`config.mk`:
```
export PLATFORM = sky130hd
export DESIGN_NAME = gb_back
export DESIGN_NICKNAME = d
export VERILOG_FILES = /design/src/rtl/gb_pkg.sv /design/src/rtl/gb_back.sv
export SDC_FILE = /design/constraint.sdc
export NUM_CORES = 1
export LEC_CHECK = 0
export ABC_AREA = 1
export BUFFER_PORTS_ARGS = -buffer_cell sky130_fd_sc_hd__buf_2
export CAP_MARGIN = 0
export CELL_PAD_IN_SITES_DETAIL_PLACEMENT = 1
export CELL_PAD_IN_SITES_GLOBAL_PLACEMENT = 1
export CORE_MARGIN = 4
export CORE_UTILIZATION = 52
export DETAILED_ROUTE_END_ITERATION = 10
export PLACE_DENSITY_LB_ADDON = 0.1
export SYNTH_ARGS = -nofsm -noshare
export SYNTH_HDL_FRONTEND = slang
export SYNTH_SLANG_ARGS = --single-unit
```
`constraint.sdc`:
```
create_clock -name aclk -period 26.7 [get_ports aclk]
set_input_delay 8.01 -clock aclk [delete_from_list [all_inputs] [get_ports aclk]]
set_output_delay 8.01 -clock aclk [all_outputs]
set_load 0.05 [all_outputs]
```
`src/rtl/gb_pkg.sv`:
```
// ----------------------------------------------------------------------------
// gb_pkg
// Shared constants, register codes and types for the 5x5 Gaussian blur unit.
// ----------------------------------------------------------------------------
package gb_pkg;

    localparam int PIX_W        = 8;
    localparam int COL_W        = 10;
    localparam int ROW_W        = 12;
    localparam int CFG_WIDTH_W  = 11;
    localparam int CFG_HEIGHT_W = 12;
    localparam int CFG_DATA_W   = 12;
    localparam int CFG_ADDR_W   = 1;

    localparam int WIN          = 5;
    localparam int LINES        = WIN - 1;
    localparam int HALF_WIN     = WIN / 2;
    localparam int MIN_DIM      = WIN;

    localparam int DEFAULT_MAX_WIDTH = 1024;

    localparam logic [CFG_WIDTH_W-1:0]  RESET_WIDTH  = 11'd640;
    localparam logic [CFG_HEIGHT_W-1:0] RESET_HEIGHT = 12'd480;

    // Division by 273 as a multiply by ceil(2^26 / 273) and a shift; exact for
    // every sum below 2^17.
    localparam int SUM_W       = 17;
    localparam int RECIP_W     = 18;
    localparam int RECIP_SHIFT = 26;
    localparam logic [RECIP_W-1:0] RECIP_MULT = 18'd245821;

    localparam int QUEUE_DEPTH = 4;
    localparam int QADDR_W     = $clog2(QUEUE_DEPTH);
    localparam int QCNT_W      = $clog2(QUEUE_DEPTH + 1);

    typedef enum logic [CFG_ADDR_W-1:0] {
        REG_IMAGE_WIDTH  = 1'b0,
        REG_IMAGE_HEIGHT = 1'b1
    } cfg_reg_t;

    // One column of the window: rows 0..3 from the line store, row 4 the new pixel.
    typedef struct packed {
        logic [WIN-1:0][PIX_W-1:0] column;
        logic                      produce;
        logic [COL_W-1:0]          ccol;
        logic [ROW_W-1:0]          crow;
    } col_item_t;

    typedef struct packed {
        logic [QCNT_W-1:0] count;
        logic              empty;
    } q_status_t;

endpackage

```
`src/rtl/gb_back.sv`:
```
// ----------------------------------------------------------------------------
// gb_back
// 5x5 window registers and the weighted-sum / divide-by-273 pipeline.
// ----------------------------------------------------------------------------
module gb_back (
    input  logic                          aclk,
    input  logic                          aresetn,
    input  gb_pkg::q_status_t             q_status,
    input  gb_pkg::col_item_t             pop_item,
    output logic                          pop,
    output logic                          m_valid,
    input  logic                          m_ready,
    output logic [gb_pkg::PIX_W-1:0]      m_filtered_pixel,
    output logic [gb_pkg::COL_W-1:0]      m_center_column,
    output logic [gb_pkg::ROW_W-1:0]      m_center_row
);
    import gb_pkg::*;

    localparam int G4_W = PIX_W + 2;
    localparam int G8_W = PIX_W + 3;
    localparam int PA_W = 14;
    localparam int PB_W = 16;
    localparam int PR_W = SUM_W + RECIP_W;

    logic [PIX_W-1:0] win_reg [WIN][WIN];

    logic             wv_reg, gv_reg, av_reg, sv_reg, pv_reg;
    logic [COL_W-1:0] wcol_reg, gcol_reg, acol_reg, scol_reg, pcol_reg;
    logic [ROW_W-1:0] wrow_reg, grow_reg, arow_reg, srow_reg, prow_reg;

    logic [G4_W-1:0]  g1_reg, g7_reg, g16_reg, g26_reg;
    logic [G8_W-1:0]  g4_reg;
    logic [PIX_W-1:0] gc_reg;
    logic [PA_W-1:0]  pa_reg;
    logic [PB_W-1:0]  pb_reg;
    logic [SUM_W-1:0] sum_reg;
    logic [PIX_W-1:0] quot_reg;
    logic [PR_W-1:0]  product;
    logic             en;

    function automatic logic [G4_W-1:0] add4(input logic [PIX_W-1:0] a, b, c, d);
        return G4_W'(a) + G4_W'(b) + G4_W'(c) + G4_W'(d);
    endfunction

    // The whole back end moves together; the queue absorbs its stalls.
    assign en  = !pv_reg || m_ready;
    assign pop = en && !q_status.empty;

    always_ff @(posedge aclk) begin
        if (!aresetn) begin
            wv_reg <= 1'b0;
            gv_reg <= 1'b0;
            av_reg <= 1'b0;
            sv_reg <= 1'b0;
            pv_reg <= 1'b0;
        end else if (en) begin
            wv_reg <= pop && pop_item.produce;
            gv_reg <= wv_reg;
            av_reg <= gv_reg;
            sv_reg <= av_reg;
            pv_reg <= sv_reg;
        end
    end

    // Every column slides into the window, whether or not it yields a result.
    always_ff @(posedge aclk) begin
        if (pop) begin
            for (int r = 0; r < WIN; r++) begin
                for (int c = 0; c < WIN - 1; c++) begin
                    win_reg[r][c] <= win_reg[r][c+1];
                end
                win_reg[r][WIN-1] <= pop_item.column[r];
            end
            wcol_reg <= pop_item.ccol;
            wrow_reg <= pop_item.crow;
        end
    end

    assign product = PR_W'(sum_reg) * PR_W'(RECIP_MULT);

    always_ff @(posedge aclk) begin
        if (en) begin
            // Pixels grouped by their mask weight.
            g1_reg  <= add4(win_reg[0][0], win_reg[0][4], win_reg[4][0], win_reg[4][4]);
            g4_reg  <= G8_W'(add4(win_reg[0][1], win_reg[0][3], win_reg[1][0], win_reg[1][4]))
                     + G8_W'(add4(win_reg[3][0], win_reg[3][4], win_reg[4][1], win_reg[4][3]));
            g7_reg  <= add4(win_reg[0][2], win_reg[2][0], win_reg[2][4], win_reg[4][2]);
            g16_reg <= add4(win_reg[1][1], win_reg[1][3], win_reg[3][1], win_reg[3][3]);
            g26_reg <= add4(win_reg[1][2], win_reg[2][1], win_reg[2][3], win_reg[3][2]);
            gc_reg  <= win_reg[2][2];
            gcol_reg <= wcol_reg;
            grow_reg <= wrow_reg;

            pa_reg <= PA_W'(g1_reg) + (PA_W'(g4_reg) << 2) + PA_W'(g7_reg) * PA_W'(7);
            pb_reg <= (PB_W'(g16_reg) << 4) + PB_W'(g26_reg) * PB_W'(26)
                    + PB_W'(gc_reg) * PB_W'(41);
            acol_reg <= gcol_reg;
            arow_reg <= grow_reg;

            sum_reg  <= SUM_W'(pa_reg) + SUM_W'(pb_reg);
            scol_reg <= acol_reg;
            srow_reg <= arow_reg;

            quot_reg <= product[RECIP_SHIFT +: PIX_W];
            pcol_reg <= scol_reg;
            prow_reg <= srow_reg;
        end
    end

    assign m_valid          = pv_reg;
    assign m_filtered_pixel = quot_reg;
    assign m_center_column  = pcol_reg;
    assign m_center_row     = prow_reg;

endmodule

```
# After elaboration in Yosys (flattened, before gate mapping)
# Memory sizes are Yosys's and may differ from the RTL's.
# Index checks and enable logic that the tools add are counted.
# op_classes
add_sub_neg,24
multipliers,4
div,0
order_cmp,0
eq_ne,0
shift,0
n_mux,2
bitwise_logic,0
reduce_logical,5
# ops
operator,n
$add A10 B8 Y10,6
$add A9 B8 Y10,6
$add A8 B8 Y9,6
$mul A17 B18 Y34 const B,1
$add A14 B16 Y17,1
$add A14 B15 Y16,1
$add A16 B14 Y16,1
$add A10 B13 Y14,1
$add A14 B13 Y14,1
$mul A10 B4 Y14 const B,1
$mul A8 B6 Y14 const B,1
$mul A10 B3 Y13 const B,1
$add A10 B10 Y11,1
$logic_and A1 B1 Y1,2
$logic_not A1 Y1,2
$mux W1,2
$logic_or A1 B1 Y1,1
# totals
reg_bits,229
latchBits,0
ramBits,200
rom_bits,0
inputBits,70
out_inout_bits,32
elab_cells,61
memories,1
# mem_list
memory,words,width,read_ports,rd_clocked_by_memory_dff,wr,line,source
win_reg,5,40,5,0,5,gb_back.sv:25,logic [PIX_W-1:0] win_reg [WIN][WIN];

# Depth between registers and ports, before layout
# logic_depth
ltp_word,5
ltp_mapped,24

# Least setup slack after synthesis
# No wires, ideal clock.
# synth_timing
kind,input to output
from,input m_ready
to,output pop
arrival_time_ns,17.932
setup_slack_ns,0.758
stages,2
path_buffers,0
path_cell_list,nor2_1 > nor2_1
# synth_via
elab_chain_len,2
# synth_lines
element,line,source
"start, declared",gb_back.sv:12,"input logic m_ready,"
$logic_or A1 B1 Y1,gb_back.sv:46,assign en = !pv_reg || m_ready;
$logic_and A1 B1 Y1,gb_back.sv:47,assign pop = en && !q_status.empty;
"end, declared",gb_back.sv:10,"output logic pop,"
# No other way between the ends.

# Worst setup path in the final report
# Same ends and word-level chain as after synthesis.

==> results.txt <==
- The run finished with clean final reports.
* Async set-reset flop share out of synthesis: 0%
- Count of mapped cells out of synthesis: about 2000
- Clock tree from TritonCTS: yes
- Number of cell instances on the worst register-to-register path: 16
- The worst setup path is of the in -> out kind.
* Relative max-transition margin: 29.4%
- #FFs+latches synth: between 400 and 500
- The clock passes through at most 3 buffers.
- Number of global-route vias before repair: 16900
* Share of the cycle needed by the critical path after routing: between 60 and 70%
- Counting every net in the synthesized netlist gives approximately 2600.
* Number of antenna cells inserted: 0
* Worst Setup Slack, final: roughly 9400 ps
- Counting every sink on the clock net gives between 400 and 500.
- Summed over all instances, the cell type with the most area after synthesis is edfxtp_1.
* Last weighted congestion value of the routability-driven placer: between 0.8 and 0.9
- The worst hold path passes through 0 cells.
- FMAX: between 50 and 60 MHz
- Top cell types by occurrence after synthesis: 424 x edfxtp_1, 389 x inv_1, 283 x ha_1, 239 x nand2_1, 235 x fa_1
- Fin crit period: roughly 17000 ps
* Initial core utilization: 52.8%
- Worst hold-check path type: reg -> reg
- Total iterations of the first detailed-routing run: 4
* Core region area: a little under 0.05 mm2
* Post-DP Area: roughly 0.027 mm2
* Die outline height: 231 um
- Largest clock skew in the final design: ~25 ps
- The startpoint identified for the worst hold timing path is wrow_reg[10].
- The detailed router finished its first iteration with roughly 780 violations.
- The share of synthesized area in the top cell type comes to between 40% and 50%.
- Dominant register cell in the synthesized netlist: edfxtp_1
- R2r setup slk: roughly 21000 ps
* Fraction of the yosys area taken by sequential cells: 49.5%
- Dpl ws: just over 9000 ps
- For the worst setup path, the data arrival time is roughly 9300 ps.
* Buffer type at the clock tree root: clkbuf_16
- Yosys Warn Count: 0
* Final wirelength: approximately 57000 um
- The synthesized design contains approximately 420 enable-type register cells.
* Number of hold buffers added after CTS: 0
- # DRC: 0
* Total negative slack for setup checks: 0 ps
* Synthesized area divided by synthesized cell count: about 13 um2
- TritonCTS created 46 clock buffers.
* Data required time of the critical path: roughly 19000 ps
- Setup violations remaining at the end of the flow were counted as 0.
* Wire length of the first global-routing pass: 91300 um
- Peak fanout along the critical path: 14
- STA classifies the critical path endpoint as a primary output.
* I/O pins: a little over 100
- The endpoint identified for the worst register-to-register timing path is m_filtered_pixel[3].
- The number of max-slew violations in the final report was 0.
* RSZ-0062 raised after global routing: false
* Number of I/O port buffers: 98
- Post-DR vias/cell: roughly 5.1
* Leading cell type by number of instances after synthesis: edfxtp_1
- Utilization after layout: 58.6%
- Antenna violations before repair: 0
* Total routing usage reported by global routing: between 20% and 30%
* Transition at the pin with the smallest max-transition slack: between 1000 and 1500 ps
- Source of the worst register-to-register timing path: sum_reg[14]
- Entering global routing, the biggest net connects approximately 130 pins.
- In this run the remaining antenna-violating nets after routing total 0.
- The cell area that synthesis handed to floorplanning was about 0.026 mm2.
- For the worst-skew pair, the clock arrives at the later sink with an insertion delay of roughly 590 ps.
* Width of the die: 231 um
- Max-cap violations in this run came to 0.
* Clock edge transition at the registers on the reported setup and hold paths: about 60 ps
- After clock tree synthesis, the setup repair step added 0 buffers.
* Max FFs per register: 200
- Maximum level of the CTS H-tree: 2
* Startpoint Class: primary input
- Ranked by total cell area, the synthesized netlist is headed by edfxtp_1 49%, fa_1 18%, ha_1 14%, inv_1 5.6%, nand2_1 3.5%.
- Relative to the synthesized area, the layout overhead comes to 11.0%.
* Placement Rows: 81
- Number of resized instances in the post-cts repair step: 0
- The die covers roughly 0.053 mm2.
- The wire-length estimate of the detail-placed layout is around 45000 um.
- The number of endpoints with negative hold slack in the final report is 0.
* Routed vias: around 15000
- Drt wl/cell: between 15 and 20 um
* Finished Cell Area: roughly 0.029 mm2
* Overflow after GRT: 0
* Final nets: 2745
- Endpoint of the worst hold-timing path: grow_reg[10]
- Share of final-layout standard cells stronger than drive strength 1: between 8 and 9%
* Post-synth cell types: 32
-- logic make-up (layout without fill, tap and decap cells) --
group	count (synthesis)	in the layout	synth area share, %
fa+ha+maj	518	518	31.8
flops	429	429	49.5
simple gates	421	421	6.79
buf+inv	393	580	5.70
compound gates	174	174	3.70
xor+xnor	72	72	2.43
-- cell usage in the layout (no fill, tap or decap), drive strengths merged --
cell / count
a21o: 8
a21oi: 108
a31oi: 6
and2: 1
and3: 1
buf: 102
bufinv: 4
clkbuf: 55
clkinv: 19
clkinvlp: 3
dfxtp: 5
edfxtp: 424
fa: 235
ha: 283
inv: 397
nand2: 247
nand3: 63
nand3b: 1
nand4: 12
nor2: 88
nor3: 6
nor4: 1
o2111ai: 1
o211ai: 8
o21ai: 35
o21bai: 8
or2: 1
xnor2: 24
xor2: 48
-- through the flow --
step | instances | hold WS (ps)
CTS | 2858 | 419
global route | 2858 | 423
floorplan | 2007 | 400
detailed placement | 2773 | 405
global placement | 2773 | 400
finish | 2858 | 418
-- layer usage --
metal	vias up	wire length, um	global-route usage (%)
met5	-	0	0
met4	0	2210	8.02
met3	93	1200	2.50
met2	181	31900	43.1
met1	7431	21400	24.5
li1	6998	-	-
-- critical path, stage by stage --
cell    delay, ps
buf_2          90
nor2_1        600
nor2_4        290
buf_2         300
-- cell type report --
type / count / area (um2)
Inverter: 393 / 1480
Clock buffer: 55 / 1180
Timing Repair Buffer: 102 / 520
Fill cell: 4936 / 20300
Clock inverter: 30 / 298
Tap cell: 664 / 831
Multi-Input combinational cell: 1185 / 11600
Sequential cell: 429 / 12800
-- worst max-delay path by stage --
stage,from,end,cells after the start
after global routing,m_ready,pop,4
after CTS,m_ready,pop,4
after detailed placement,m_ready,pop,4
final,m_ready,pop,4
after global placement,m_ready,pop,4
after floorplan,m_ready,pop,2
Power is left out: the tool's default activity adds up to more than one toggle a clock period on the data nets, which glitch-free logic cannot reach.
