$ cat src/rtl/gb_pkg.sv
// ----------------------------------------------------------------------------
// gb_pkg
// Shared constants, register codes and types for the 5x5 Gaussian blur unit.
// ----------------------------------------------------------------------------
package gb_pkg;

    localparam int PIX_W        = 8;
    localparam int COL_W        = 10;
    localparam int ROW_W        = 12;
    localparam int CFG_WIDTH_W  = 11;
    localparam int CFG_HEIGHT_W = 12;
    localparam int CFG_DATA_W   = 12;
    localparam int CFG_ADDR_W   = 1;

    localparam int WIN          = 5;
    localparam int LINES        = WIN - 1;
    localparam int HALF_WIN     = WIN / 2;
    localparam int MIN_DIM      = WIN;

    localparam int DEFAULT_MAX_WIDTH = 1024;

    localparam logic [CFG_WIDTH_W-1:0]  RESET_WIDTH  = 11'd640;
    localparam logic [CFG_HEIGHT_W-1:0] RESET_HEIGHT = 12'd480;

    // Division by 273 as a multiply by ceil(2^26 / 273) and a shift; exact for
    // every sum below 2^17.
    localparam int SUM_W       = 17;
    localparam int RECIP_W     = 18;
    localparam int RECIP_SHIFT = 26;
    localparam logic [RECIP_W-1:0] RECIP_MULT = 18'd245821;

    localparam int QUEUE_DEPTH = 4;
    localparam int QADDR_W     = $clog2(QUEUE_DEPTH);
    localparam int QCNT_W      = $clog2(QUEUE_DEPTH + 1);

    typedef enum logic [CFG_ADDR_W-1:0] {
        REG_IMAGE_WIDTH  = 1'b0,
        REG_IMAGE_HEIGHT = 1'b1
    } cfg_reg_t;

    // One column of the window: rows 0..3 from the line store, row 4 the new pixel.
    typedef struct packed {
        logic [WIN-1:0][PIX_W-1:0] column;
        logic                      produce;
        logic [COL_W-1:0]          ccol;
        logic [ROW_W-1:0]          crow;
    } col_item_t;

    typedef struct packed {
        logic [QCNT_W-1:0] count;
        logic              empty;
    } q_status_t;

endpackage

$ cat src/rtl/gb_queue.sv
// ----------------------------------------------------------------------------
// gb_queue
// Short FIFO of window columns between the line-store front and the filter.
// ----------------------------------------------------------------------------
module gb_queue (
    input  logic               aclk,
    input  logic               aresetn,
    input  logic               push,
    input  gb_pkg::col_item_t  push_item,
    input  logic               pop,
    output gb_pkg::col_item_t  pop_item,
    output gb_pkg::q_status_t  q_status
);
    import gb_pkg::*;

    col_item_t          entry_reg [QUEUE_DEPTH];
    logic [QADDR_W-1:0] wr_ptr_reg, rd_ptr_reg;
    logic [QCNT_W-1:0]  count_reg;

    function automatic logic [QADDR_W-1:0] ptr_inc(input logic [QADDR_W-1:0] p);
        return (p == QADDR_W'(QUEUE_DEPTH - 1)) ? '0 : p + QADDR_W'(1);
    endfunction

    always_ff @(posedge aclk) begin
        if (!aresetn) begin
            wr_ptr_reg <= '0;
            rd_ptr_reg <= '0;
            count_reg  <= '0;
        end else begin
            if (push) begin
                wr_ptr_reg <= ptr_inc(wr_ptr_reg);
            end
            if (pop) begin
                rd_ptr_reg <= ptr_inc(rd_ptr_reg);
            end
            if (push && !pop) begin
                count_reg <= count_reg + QCNT_W'(1);
            end else if (pop && !push) begin
                count_reg <= count_reg - QCNT_W'(1);
            end
        end
    end

    always_ff @(posedge aclk) begin
        if (push) begin
            entry_reg[wr_ptr_reg] <= push_item;
        end
    end

    assign pop_item       = entry_reg[rd_ptr_reg];
    assign q_status.count = count_reg;
    assign q_status.empty = (count_reg == '0);

endmodule

$ cat config.mk
export PLATFORM = sky130hd
export DESIGN_NAME = gb_queue
export DESIGN_NICKNAME = d
export VERILOG_FILES = /design/src/rtl/gb_pkg.sv /design/src/rtl/gb_queue.sv
export SDC_FILE = /design/constraint.sdc
export NUM_CORES = 1
export LEC_CHECK = 0
export BUFFER_PORTS_ARGS = -buffer_cell sky130_fd_sc_hd__buf_2
export CAP_MARGIN = 20
export CORE_AREA = 3 3 131 133
export CTS_CLUSTER_SIZE = 10
export DETAILED_ROUTE_END_ITERATION = 10
export DIE_AREA = 0 0 134 136
export PLACE_DENSITY = 0.86
export SLEW_MARGIN = 0
export SYNTH_ARGS = -nofsm -noshare
export SYNTH_HDL_FRONTEND = slang
export SYNTH_SLANG_ARGS = --single-unit
$ cat constraint.sdc
create_clock -name aclk -period 3.65 [get_ports aclk]
set_input_delay 0.73 -clock aclk [delete_from_list [all_inputs] [get_ports aclk]]
set_output_delay 0.73 -clock aclk [all_outputs]
set_load 0.02 [all_outputs]
==> Word-level counts from Yosys, hierarchy flattened <==
Memories as Yosys holds them, arrays and structs flattened. A register that Yosys moved wholly into a read port is not among the register bits.
Cells that the tools add are included.
{ "word_totals": {"reg_bits": 7, "ramBits": 252, "inputBits": 67, "output_inout_bits": 67, "elab_cells": 24, "n_memories": 1} }
{ "mem_list": {"columns": ["name", "words", "word_bits", "read_ports", "rd_ports_with_merged_regs", "write_ports", "line", "source"], "rows": [
  ["entry_reg", 4, 63, 1, 1, 1, "gb_queue.sv:16", "col_item_t entry_reg [QUEUE_DEPTH];"]
]} }
{ "classes": {"n_addsub": 4, "eq_ne": 2, "n_mux": 8, "n_reduce_logical": 6} }
{ "op_table": {"columns": ["cell", "count"], "rows": [
  ["2-bit 2-to-1 mux", 4],
  ["3-bit 2-to-1 mux", 2],
  ["2-bit by 1-bit adder with 2-bit output, second input constant", 2],
  ["2-bit equality test, second input constant", 2],
  ["3-bit by 1-bit adder with 3-bit output, second input constant", 1],
  ["3-bit logical NOT", 1],
  ["3-bit by 1-bit subtractor with 3-bit output, second input constant", 1],
  ["1-bit logical AND", 2],
  ["1-bit logical NOT", 2],
  ["1-bit 2-to-1 mux", 2],
  ["2-bit nonzero test", 1]
]} }

==> Longest topological paths before layout <==
Gate-level depths: netlist (run 1).
{ "depth": {"word_depth": 4, "ltp_mapped": 7, "mapped_depth_nobuf": 7} }

==> Worst setup path after synthesis (run 1) <==
No wires, ideal clock.
{ "synth_timing": {"path_kind": "input port to flip-flop", "startpoint": "in push", "endpoint": "mem entry_reg[0][0] (netlist bit), enable pin", "setup_ns": 0.427, "arrival_time_ns": 2.214, "required_ns": 3.223, "slack_ns": 1.008, "path_stages": 1, "n_path_buf": 0, "cell_sequence": "and2_1"} }
{ "synth_via": {"elab_chain_len": 2} }
{ "synth_rtl": {"columns": ["item", "line", "source"], "rows": [
  ["start: declaration", "gb_queue.sv:8", "input logic push,"],
  ["1-bit 2-to-1 mux", "gb_queue.sv:45", "if (push) begin"],
  ["1-bit 2-to-1 mux (not written as such)", "gb_queue.sv:46", "entry_reg[wr_ptr_reg] <= push_item;"],
  ["end: declaration", "gb_queue.sv:16", null]
]} }
Every way passes these cells.

==> results.cfg, run 1 <==
[setup_path]
end_kind = output port
critPathLaunchType = register
worstPathCellList = mux4_2 > buf_2
path_delay_family = flip-flops
path_class = register to output port
crit_fanout = 63
cp.arrival_ps = 2170
crit_slowest_cell = dfxtp_4
crit_buf_inv = 1
cp.required_ps = 2920
critical_path.max_stage_delay_ps = 950

[layout]
fill_cells = 972
multi_input_area_sq_um = 1700
syn_to_final_growth_pct = 17.1
largest_reg_flops = 252
drive_gt1_share_pct = 43.4
stdcell_count = 754
register_area_sq_um = 7750
final_nets = 598

[sta]
setup_viol = 0
drv_slew = 0
min_period_over_period_pct = 79.4
rsz0062_at_grt = false
finalWorstSetupSlack_ps = 752
clock_skew_ps = 11.4
hold_violations = 0
relSlewSlack_pct = 34.3
post-route-min-period_ps = 2900
finalHoldWorstSlack_ps = 417
max_slew.worst_pin.slew_ps = 986
fin_setup_tns_ps = 0
max_clock_freq_mhz = 345

[routing]
ant_nets = 0
drtPass1Iterations = 5
drc = 0
first_iter_violations = 267
routedWlPerCell_um = 23.8
routed_wl_mm = 18.0
vias = 4455
vias_per_cell = 5.91

[power_and_ir_drop]
p_leak_nw = 3.82
max-vdd-ir-drop_v = 0.000397
power_mw = 6.65
p_per_area_nw_per_um2 = 591

[die]
ios = 134
die_w_um = 134
dieArea_sq_um = 18200
start_util_pct = 60.3
core_area_sq_um = 15900
chipHeight_um = 136
rows = 46

[clock_tree]
ctsHoldBuffers = 0
cts_tree = done
clockBufferDepth = 3
post_cts_buffers = 0
clock_sinks = 261
cts_buffers = 30
cts.repair.resized = 0
clock_latency_ps = 520
cts.reportedPaths.clkPinSlew_ps = 50
htreeDepth = 1
root_buffer = clkbuf_16

[synthesis]
ys_warn_count = 0
avgSynthCellArea_sq_um = 25.8
netlist_area_sq_um = 9610
synth-seq-cells = 261
syn_inst = 372
synth.distinct_cells = 22
synth_nets = 446
yosysSeqAreaShare_pct = 80.6

[global_routing]
grt_start_max_net_pins = 64
grt_util_all_layers_pct = 20.2
grt_pass1_wl_mm = 27.6
first_global_vias = 4853
overflow = 0
antenna_found_initial = 2

[placement]
numPortBuffers = 133
post-dp-hpwl_mm = 9.40
place_ws_ps = 1270
dpl.cell_count = 708
place.gp.congestion = 0.705

[run]
drv_cap = 0

[hold_path]
hold_class = primary input to register

[outcome]
run_status = finished, final reports clean
==> metrics by stage <==
step	utilization, %	cell area, sq um
after floorplan	-	9610
after CTS	70.5	11200
after global placement	65.4	10400
after detailed placement	65.4	10400
final	70.6	11300
after global routing	70.6	11300
==> metal layers <==
layer	vias to the layer above	part of all wire [%]	GRT usage (%)
met2	198	52	34.5
met1	2317	38	26.9
li1	1898	-	-
met3	42	7.1	4.18
met5	-	0	0
met4	0	2.8	6.17
==> power breakdown <==
part           switching, mW  internal [mW]
combinational          0.363          0.250
sequential            0.0628           3.44
clock                   1.02           1.52
total                   1.44           5.21
==> final timing paths <==
kind | slack, ps | cells after the start | end | from
max | 750 | 2 | pop_item[24] | register
min | 420 | 1 | entry_reg[0][41]$_DFFE_PP_ | push_item[41]
max reg2reg | 1810 | 2 | entry_reg[3][34]$_DFFE_PP_ | wr_ptr_reg[0]$_SDFFE_PN0P_
min reg2reg | 550 | 2 | register | rd_ptr_reg[1]$_SDFFE_PN0P_
==> layout by cell type (no fill, tap or decap) <==
master	Yosys	routed
xor2_1	1	1
nor3_1	2	2
buf_12	6	1
nor2b_1	5	5
a21boi_0	1	1
ha_1	6	6
buf_2	6	133
mux4_2	60	60
edfxtp_1	252	252
clkbuf_16	0	31
xnor2_1	1	1
mux2i_1	4	4
dfxtp_4	0	2
diode_2	0	3
inv_1	4	4
fa_1	1	1
o21a_1	1	1
dfxtp_1	9	7
inv_6	0	1
o21ai_0	1	1
clkbuf_1	1	11
and2_1	5	1
or3_1	1	1
nor2_1	1	1
and2_4	0	4
mux4_1	3	3
==> synth_stat cells, drive strengths merged <==
library cell    n  area (sq um)
a21boi          1          7.51
o21a            1          7.51
ha              6          75.1
mux4           63          1430
dfxtp           9           180
fa              1          20.0
edfxtp        252          7570
or3             1          6.26
inv             4          15.0
o21ai           1          5.00
and2            5          31.3
xnor2           1          8.76
nor2b           5          31.3
xor2            1          8.76
mux2i           4          40.0
buf            13           161
nor3            2          10.0
nor2            1          3.75
clkbuf          1          3.75
==> cell families (layout without fill, tap and decap cells) <==
| kind of cell | Yosys count | in the layout | synth area share [%] |
|---|---|---|---|
| DFF | 261 | 261 | 80.6 |
| muxes | 67 | 67 | 15.3 |
| buffers and inverters | 18 | 181 | 1.87 |
| and+or+nand+nor | 14 | 14 | 0.859 |
| adders and majority gates | 7 | 7 | 0.989 |
| AOI/OAI and AO/OA | 3 | 3 | 0.208 |
| xor gates and xnor gates | 2 | 2 | 0.182 |
| other | 0 | 3 | 0 |
==> layout make-up <==
type | count | area share, %
Sequential cell | 261 | 68.9
Timing Repair Buffer | 134 | 6.09
Inverter | 4 | 0.133
Multi-Input combinational cell | 93 | 15.1
Antenna cell | 3 | 0.0667
Tap cell | 216 | 2.40
Clock inverter | 1 | 0.0778
Clock buffer | 42 | 7.26
Power figures use the tool's default switching activity.
==> run 2, diff against run 1 <==
--- a/config.mk
+++ b/config.mk
@@ -7,11 +7,11 @@
 export LEC_CHECK = 0
 export BUFFER_PORTS_ARGS = -buffer_cell sky130_fd_sc_hd__buf_2
 export CAP_MARGIN = 20
-export CORE_AREA = 3 3 131 133
+export CORE_AREA = 3 3 134 136
 export CTS_CLUSTER_SIZE = 10
 export DETAILED_ROUTE_END_ITERATION = 10
-export DIE_AREA = 0 0 134 136
-export PLACE_DENSITY = 0.86
+export DIE_AREA = 0 0 137 139
+export PLACE_DENSITY = 0.83
 export SLEW_MARGIN = 0
 export SYNTH_ARGS = -nofsm -noshare
 export SYNTH_HDL_FRONTEND = slang
==> constraint.sdc (replaced) <==
create_clock -name aclk -period 3 [get_ports aclk]
set_input_delay 0.6 -clock aclk [delete_from_list [all_inputs] [get_ports aclk]]
set_output_delay 0.6 -clock aclk [all_outputs]
set_load 0.02 [all_outputs]
==> run 2 against run 1 <==
Critical path depth rose by 1. Clock skew rose by 8.3 ps. Largest power group unchanged. Largest cell class unchanged. Highest routed layer unchanged. Total power rose by 23%. Critical path type unchanged. Clock power rose by 25%. Core utilization fell by 3.6 points. Clock-buffer cell count rose by 12. Sequential share of layout area fell by 1.1 points. Non-clock buffer count rose by 8.
==> results.cfg, run 2 (synthesized netlist as in run 1, its figures left out) <==
[clock_tree]
cts.reportedPaths.clkPinSlew_ps = 60
clock_sinks = 261
clockBufferDepth = 3
clock_latency_ps = 530
root_buffer = clkbuf_16
htreeDepth = 1
ctsHoldBuffers = 0
post_cts_buffers = 0
cts_buffers = 30
cts.repair.resized = 0
cts_tree = done

[layout]
largest_reg_flops = 252
fill_cells = 1099
drive_gt1_share_pct = 43.3
final_nets = 606
syn_to_final_growth_pct = 18.9
layout_commonest_cell = edfxtp_1
mostFrequentLayoutCells = edfxtp_1 (252), buf_2 (133), mux4_2 (60)
finish.utilization_pct = 67.0

[die]
rows = 48
ios = 134
core_area_sq_um = 17100
dieArea_sq_um = 19000
die_w_um = 137
start_util_pct = 56.4
chipHeight_um = 139

[routing]
drc = 0
routedWlPerCell_um = 21.9
drtPass1Iterations = 4
first_iter_violations = 277
ant_nets = 0
vias_per_cell = 5.63
routed_wl_mm = 17.1
vias = 4406

[power_and_ir_drop]
max-vdd-ir-drop_v = 0.000505
p_leak_nw = 3.89
power_mw = 8.19
p_per_area_nw_per_um2 = 716

[setup_path]
critPathCapture = pop_item[58]
path_class = register to output port
reg2reg_slack_ps = 1270
cp.required_ps = 2400
r2r_cells = 4
crit_fanout = 21
r2r_start = wr_ptr_reg[0]$_SDFFE_PN0P_
end_kind = output port
cp.arrival_ps = 2040
critPathLaunchType = register
reg2reg_to = entry_reg[2][10]$_DFFE_PP_

[placement]
place.gp.congestion = 0.711
numPortBuffers = 133
post-dp-hpwl_mm = 10.2

[global_routing]
first_global_vias = 4826
grt_util_all_layers_pct = 18.6
antenna_found_initial = 1
grt_pass1_wl_mm = 27.1
overflow = 0
grt_start_max_net_pins = 43

[sta]
setup_viol = 0
fin_setup_tns_ps = 0
max_slew.worst_pin.slew_ps = 636
hold_violations = 0
clock_skew_ps = 19.6
rsz0062_at_grt = false
relSlewSlack_pct = 57.6
drv_slew = 0
max_clock_freq_mhz = 378
min_period_over_period_pct = 88.1
post-route-min-period_ps = 2640

[hold_path]
hold_class = primary input to register

[outcome]
run_status = finished, final reports clean

[run]
drv_cap = 0
run 2: changes by cell type in the layout (fill, tap and decap cells not counted), sizes merged:
cell / previous run / this run
clkinv: 0 / 2
buf: 134 / 142
inv: 5 / 4
diode: 3 / 1
clkbuf: 42 / 54
run 2: critical path: stages (launching register included):
cell     delay [ps]
dfxtp_4         350
buf_4           370
mux4_1          610
buf_2           170
run 2: worst min path at each step:
| stage | start | end | slack (ps) | cells past startpoint |
|---|---|---|---|---|
| after floorplan | rd_ptr_reg[1]$_SDFFE_PN0P_ | register | 510 | 2 |
| after global placement | count_reg[2]$_SDFFE_PN0P_ | count_reg[2]$_SDFFE_PN0P_ | 490 | 2 |
| after detailed placement | count_reg[2]$_SDFFE_PN0P_ | count_reg[2]$_SDFFE_PN0P_ | 520 | 2 |
| after CTS | push_item[44] | entry_reg[1][44]$_DFFE_PP_ | 250 | 1 |
| after global routing | push_item[35] | entry_reg[3][35]$_DFFE_PP_ | 260 | 1 |
| final | push_item[44] | entry_reg[1][44]$_DFFE_PP_ | 280 | 1 |
run 2: per-stage QoR:
step / cells / hold WS, ps / setup slack (ps) / area [sq um]
after floorplan: 372 / 512 / 488 / 9610
after global placement: 725 / 486 / 882 / 10600
after detailed placement: 725 / 520 / 863 / 10600
after CTS: 781 / 254 / 304 / 11400
after global routing: 782 / 257 / 236 / 11400
final: 782 / 279 / 357 / 11400
run 2: final cells by class:
type	instances	area (sq um)	area share, %
diodes	1	2.50	0.0219
inverters	4	15.0	0.131
clock inverters	2	25.0	0.219
repair buffers	142	808	7.07
multi-input cells	93	1700	14.8
flip-flops and latches	261	7750	67.8
well taps	225	282	2.46
clock buffers	54	851	7.44
run 2: per-layer routing:
metal	track usage, %	vias up	wire (um)
met5	0	-	0
met3	3.63	28	900
met2	31.9	138	9110
met4	5.41	0	328
li1	-	1918	-
met1	24.5	2322	6800
run 2: power by group:
part | switching, mW | internal, mW
registers | 0.0568 | 4.18
logic | 0.457 | 0.322
clock network | 1.28 | 1.90
==> run 3, diff against run 2 <==
--- a/config.mk
+++ b/config.mk
@@ -16,3 +16,4 @@
 export SYNTH_ARGS = -nofsm -noshare
 export SYNTH_HDL_FRONTEND = slang
 export SYNTH_SLANG_ARGS = --single-unit
+export TNS_END_PERCENT = 20
==> constraint.sdc (replaced) <==
create_clock -name aclk -period 2.88 [get_ports aclk]
set_input_delay 0.576 -clock aclk [delete_from_list [all_inputs] [get_ports aclk]]
set_output_delay 0.576 -clock aclk [all_outputs]
set_load 0.02 [all_outputs]
==> run 3 against run 2 <==
Setup slack got worse by 180 ps. Critical path depth unchanged. Highest routed layer unchanged. Critical endpoint is now pop_item[59]. Clock skew shrank 9.8 ps. Non-clock buffer count is 2 lower. Die area stayed put. Register-to-register slack got worse by 110 ps.
==> results.cfg, run 3 (synthesized netlist as in run 1, its figures left out) <==
[outcome]
run_status = finished, final reports clean

[power_and_ir_drop]
p_int_mw = 6.64
power_frac_clock_pct = 38.6
power_mw = 8.51
p_switching_mw = 1.87
p_per_area_nw_per_um2 = 746
p_leak_nw = 3.87
combPwrFrac_pct = 9.5
max-vdd-ir-drop_v = 0.000602
seqPwrFrac_pct = 51.8
swShare_pct = 22.0

[setup_path]
crit_buf_inv = 2
cp.arrival_ps = 2130
reg2reg_slack_ps = 1160
crit_slowest_cell = mux4_1
critPathLaunchType = register
end_kind = output port
cp.depth = 3
r2r_start = wr_ptr_reg[0]$_SDFFE_PN0P_
path_delay_family = multiplexers
worstPathCellList = buf_12 > mux4_1 > buf_2
cp.required_ps = 2300
path_class = register to output port
r2r_cells = 4
critical_path.max_stage_delay_ps = 630
crit_fanout = 63
reg2reg_to = entry_reg[0][31]$_DFFE_PP_

[die]
start_util_pct = 56.4
die_w_um = 137
dieArea_sq_um = 19000
ios = 134
core_area_sq_um = 17100
rows = 48
chipHeight_um = 139

[sta]
clock_skew_ps = 9.88
min_period_over_period_pct = 93.9
max_slew.worst_pin.slew_ps = 540
rsz0062_at_grt = false
post-route-min-period_ps = 2700
drv_slew = 0
fin_setup_tns_ps = 0
relSlewSlack_pct = 64.0
setup_viol = 0
max_clock_freq_mhz = 370
hold_violations = 0

[routing]
routedWlPerCell_um = 22.0
first_iter_violations = 261
routed_wl_mm = 17.1
ant_nets = 0
drc = 0
vias = 4353
vias_per_cell = 5.58
drtPass1Iterations = 4

[global_routing]
grt_start_max_net_pins = 64
grt_pass1_wl_mm = 26.7
overflow = 0
antenna_found_initial = 1
grt_util_all_layers_pct = 18.5
first_global_vias = 4741

[clock_tree]
root_buffer = clkbuf_16
clock_latency_ps = 530
ctsHoldBuffers = 0
post_cts_buffers = 0
cts_tree = done
cts.repair.resized = 0
htreeDepth = 1
clockBufferDepth = 3
clock_sinks = 261
cts.reportedPaths.clkPinSlew_ps = 60
cts_buffers = 30

[layout]
syn_to_final_growth_pct = 18.7
final_nets = 604
drive_gt1_share_pct = 43.0
mostFrequentLayoutCells = edfxtp_1 (252), buf_2 (133), mux4_2 (60)
largest_reg_flops = 252
fill_cells = 1123
layout_commonest_cell = edfxtp_1

[placement]
place.gp.congestion = 0.732
post-dp-hpwl_mm = 10.2
numPortBuffers = 133

[hold_path]
hold_start = push_item[7]
hold_end = entry_reg[1][7]$_DFFE_PP_
holdPathStages = 1
hold_class = primary input to register

[run]
drv_cap = 0
## run 3: changes by cell type in the layout (fill, tap and decap cells not counted)
cell      change
clkbuf_1      +1
inv_6         +1
clkbuf_8      -1
buf_4         -2
clkinv_4      -1
## run 3: through the flow
step	instances	utilization [%]	cell area [sq um]	worst slack (ps)	hold WS, ps
after floorplan	372	-	9610	392	512
after global placement	723	61.8	10500	703	487
after detailed placement	723	61.8	10500	688	538
after CTS	779	66.9	11400	90.2	236
after global routing	780	66.9	11400	38.2	243
final	780	66.9	11400	175	256
## run 3: power by group through the flow
stage	clock network [mW]	logic [mW]	registers (mW)
CTS	3.36	0.831	4.41
detailed placement	0	0.824	4.49
floorplan	0	0.534	4.48
global route	3.53	0.869	4.42
global placement	0	0.798	4.47
finish	3.29	0.812	4.41
## run 3: final cells by class
cell class                 instances  area [sq um]  area share (%)
tap                              225           282            2.47
clock inverter                     2          25.0           0.219
sequential                       261          7750            68.0
antenna                            1          2.50          0.0219
timing repair buffer             140           793            6.95
clock buffer                      54           841            7.37
multi-input combinational         93          1700            14.9
inverter                           4          15.0           0.132
## run 3: worst max path at each step
stage                                end  startpoint  slack (ps)
6_report                    pop_item[59]    register         180
5_1_grt                     pop_item[59]    register          40
4_1_cts                     pop_item[59]    register          90
3_5_place_dp                pop_item[59]    register         690
3_3_place_gp                pop_item[58]    register         700
2_1_floorplan  entry_reg[0][0]$_DFFE_PP_        push         390
## run 3: layer usage
metal	track usage (%)	part of all wire, %	up-vias
met5	0	0	-
met4	5.78	1.9	0
met3	3.27	5.8	24
met2	30.9	52	144
met1	25.2	40	2271
li1	-	-	1914
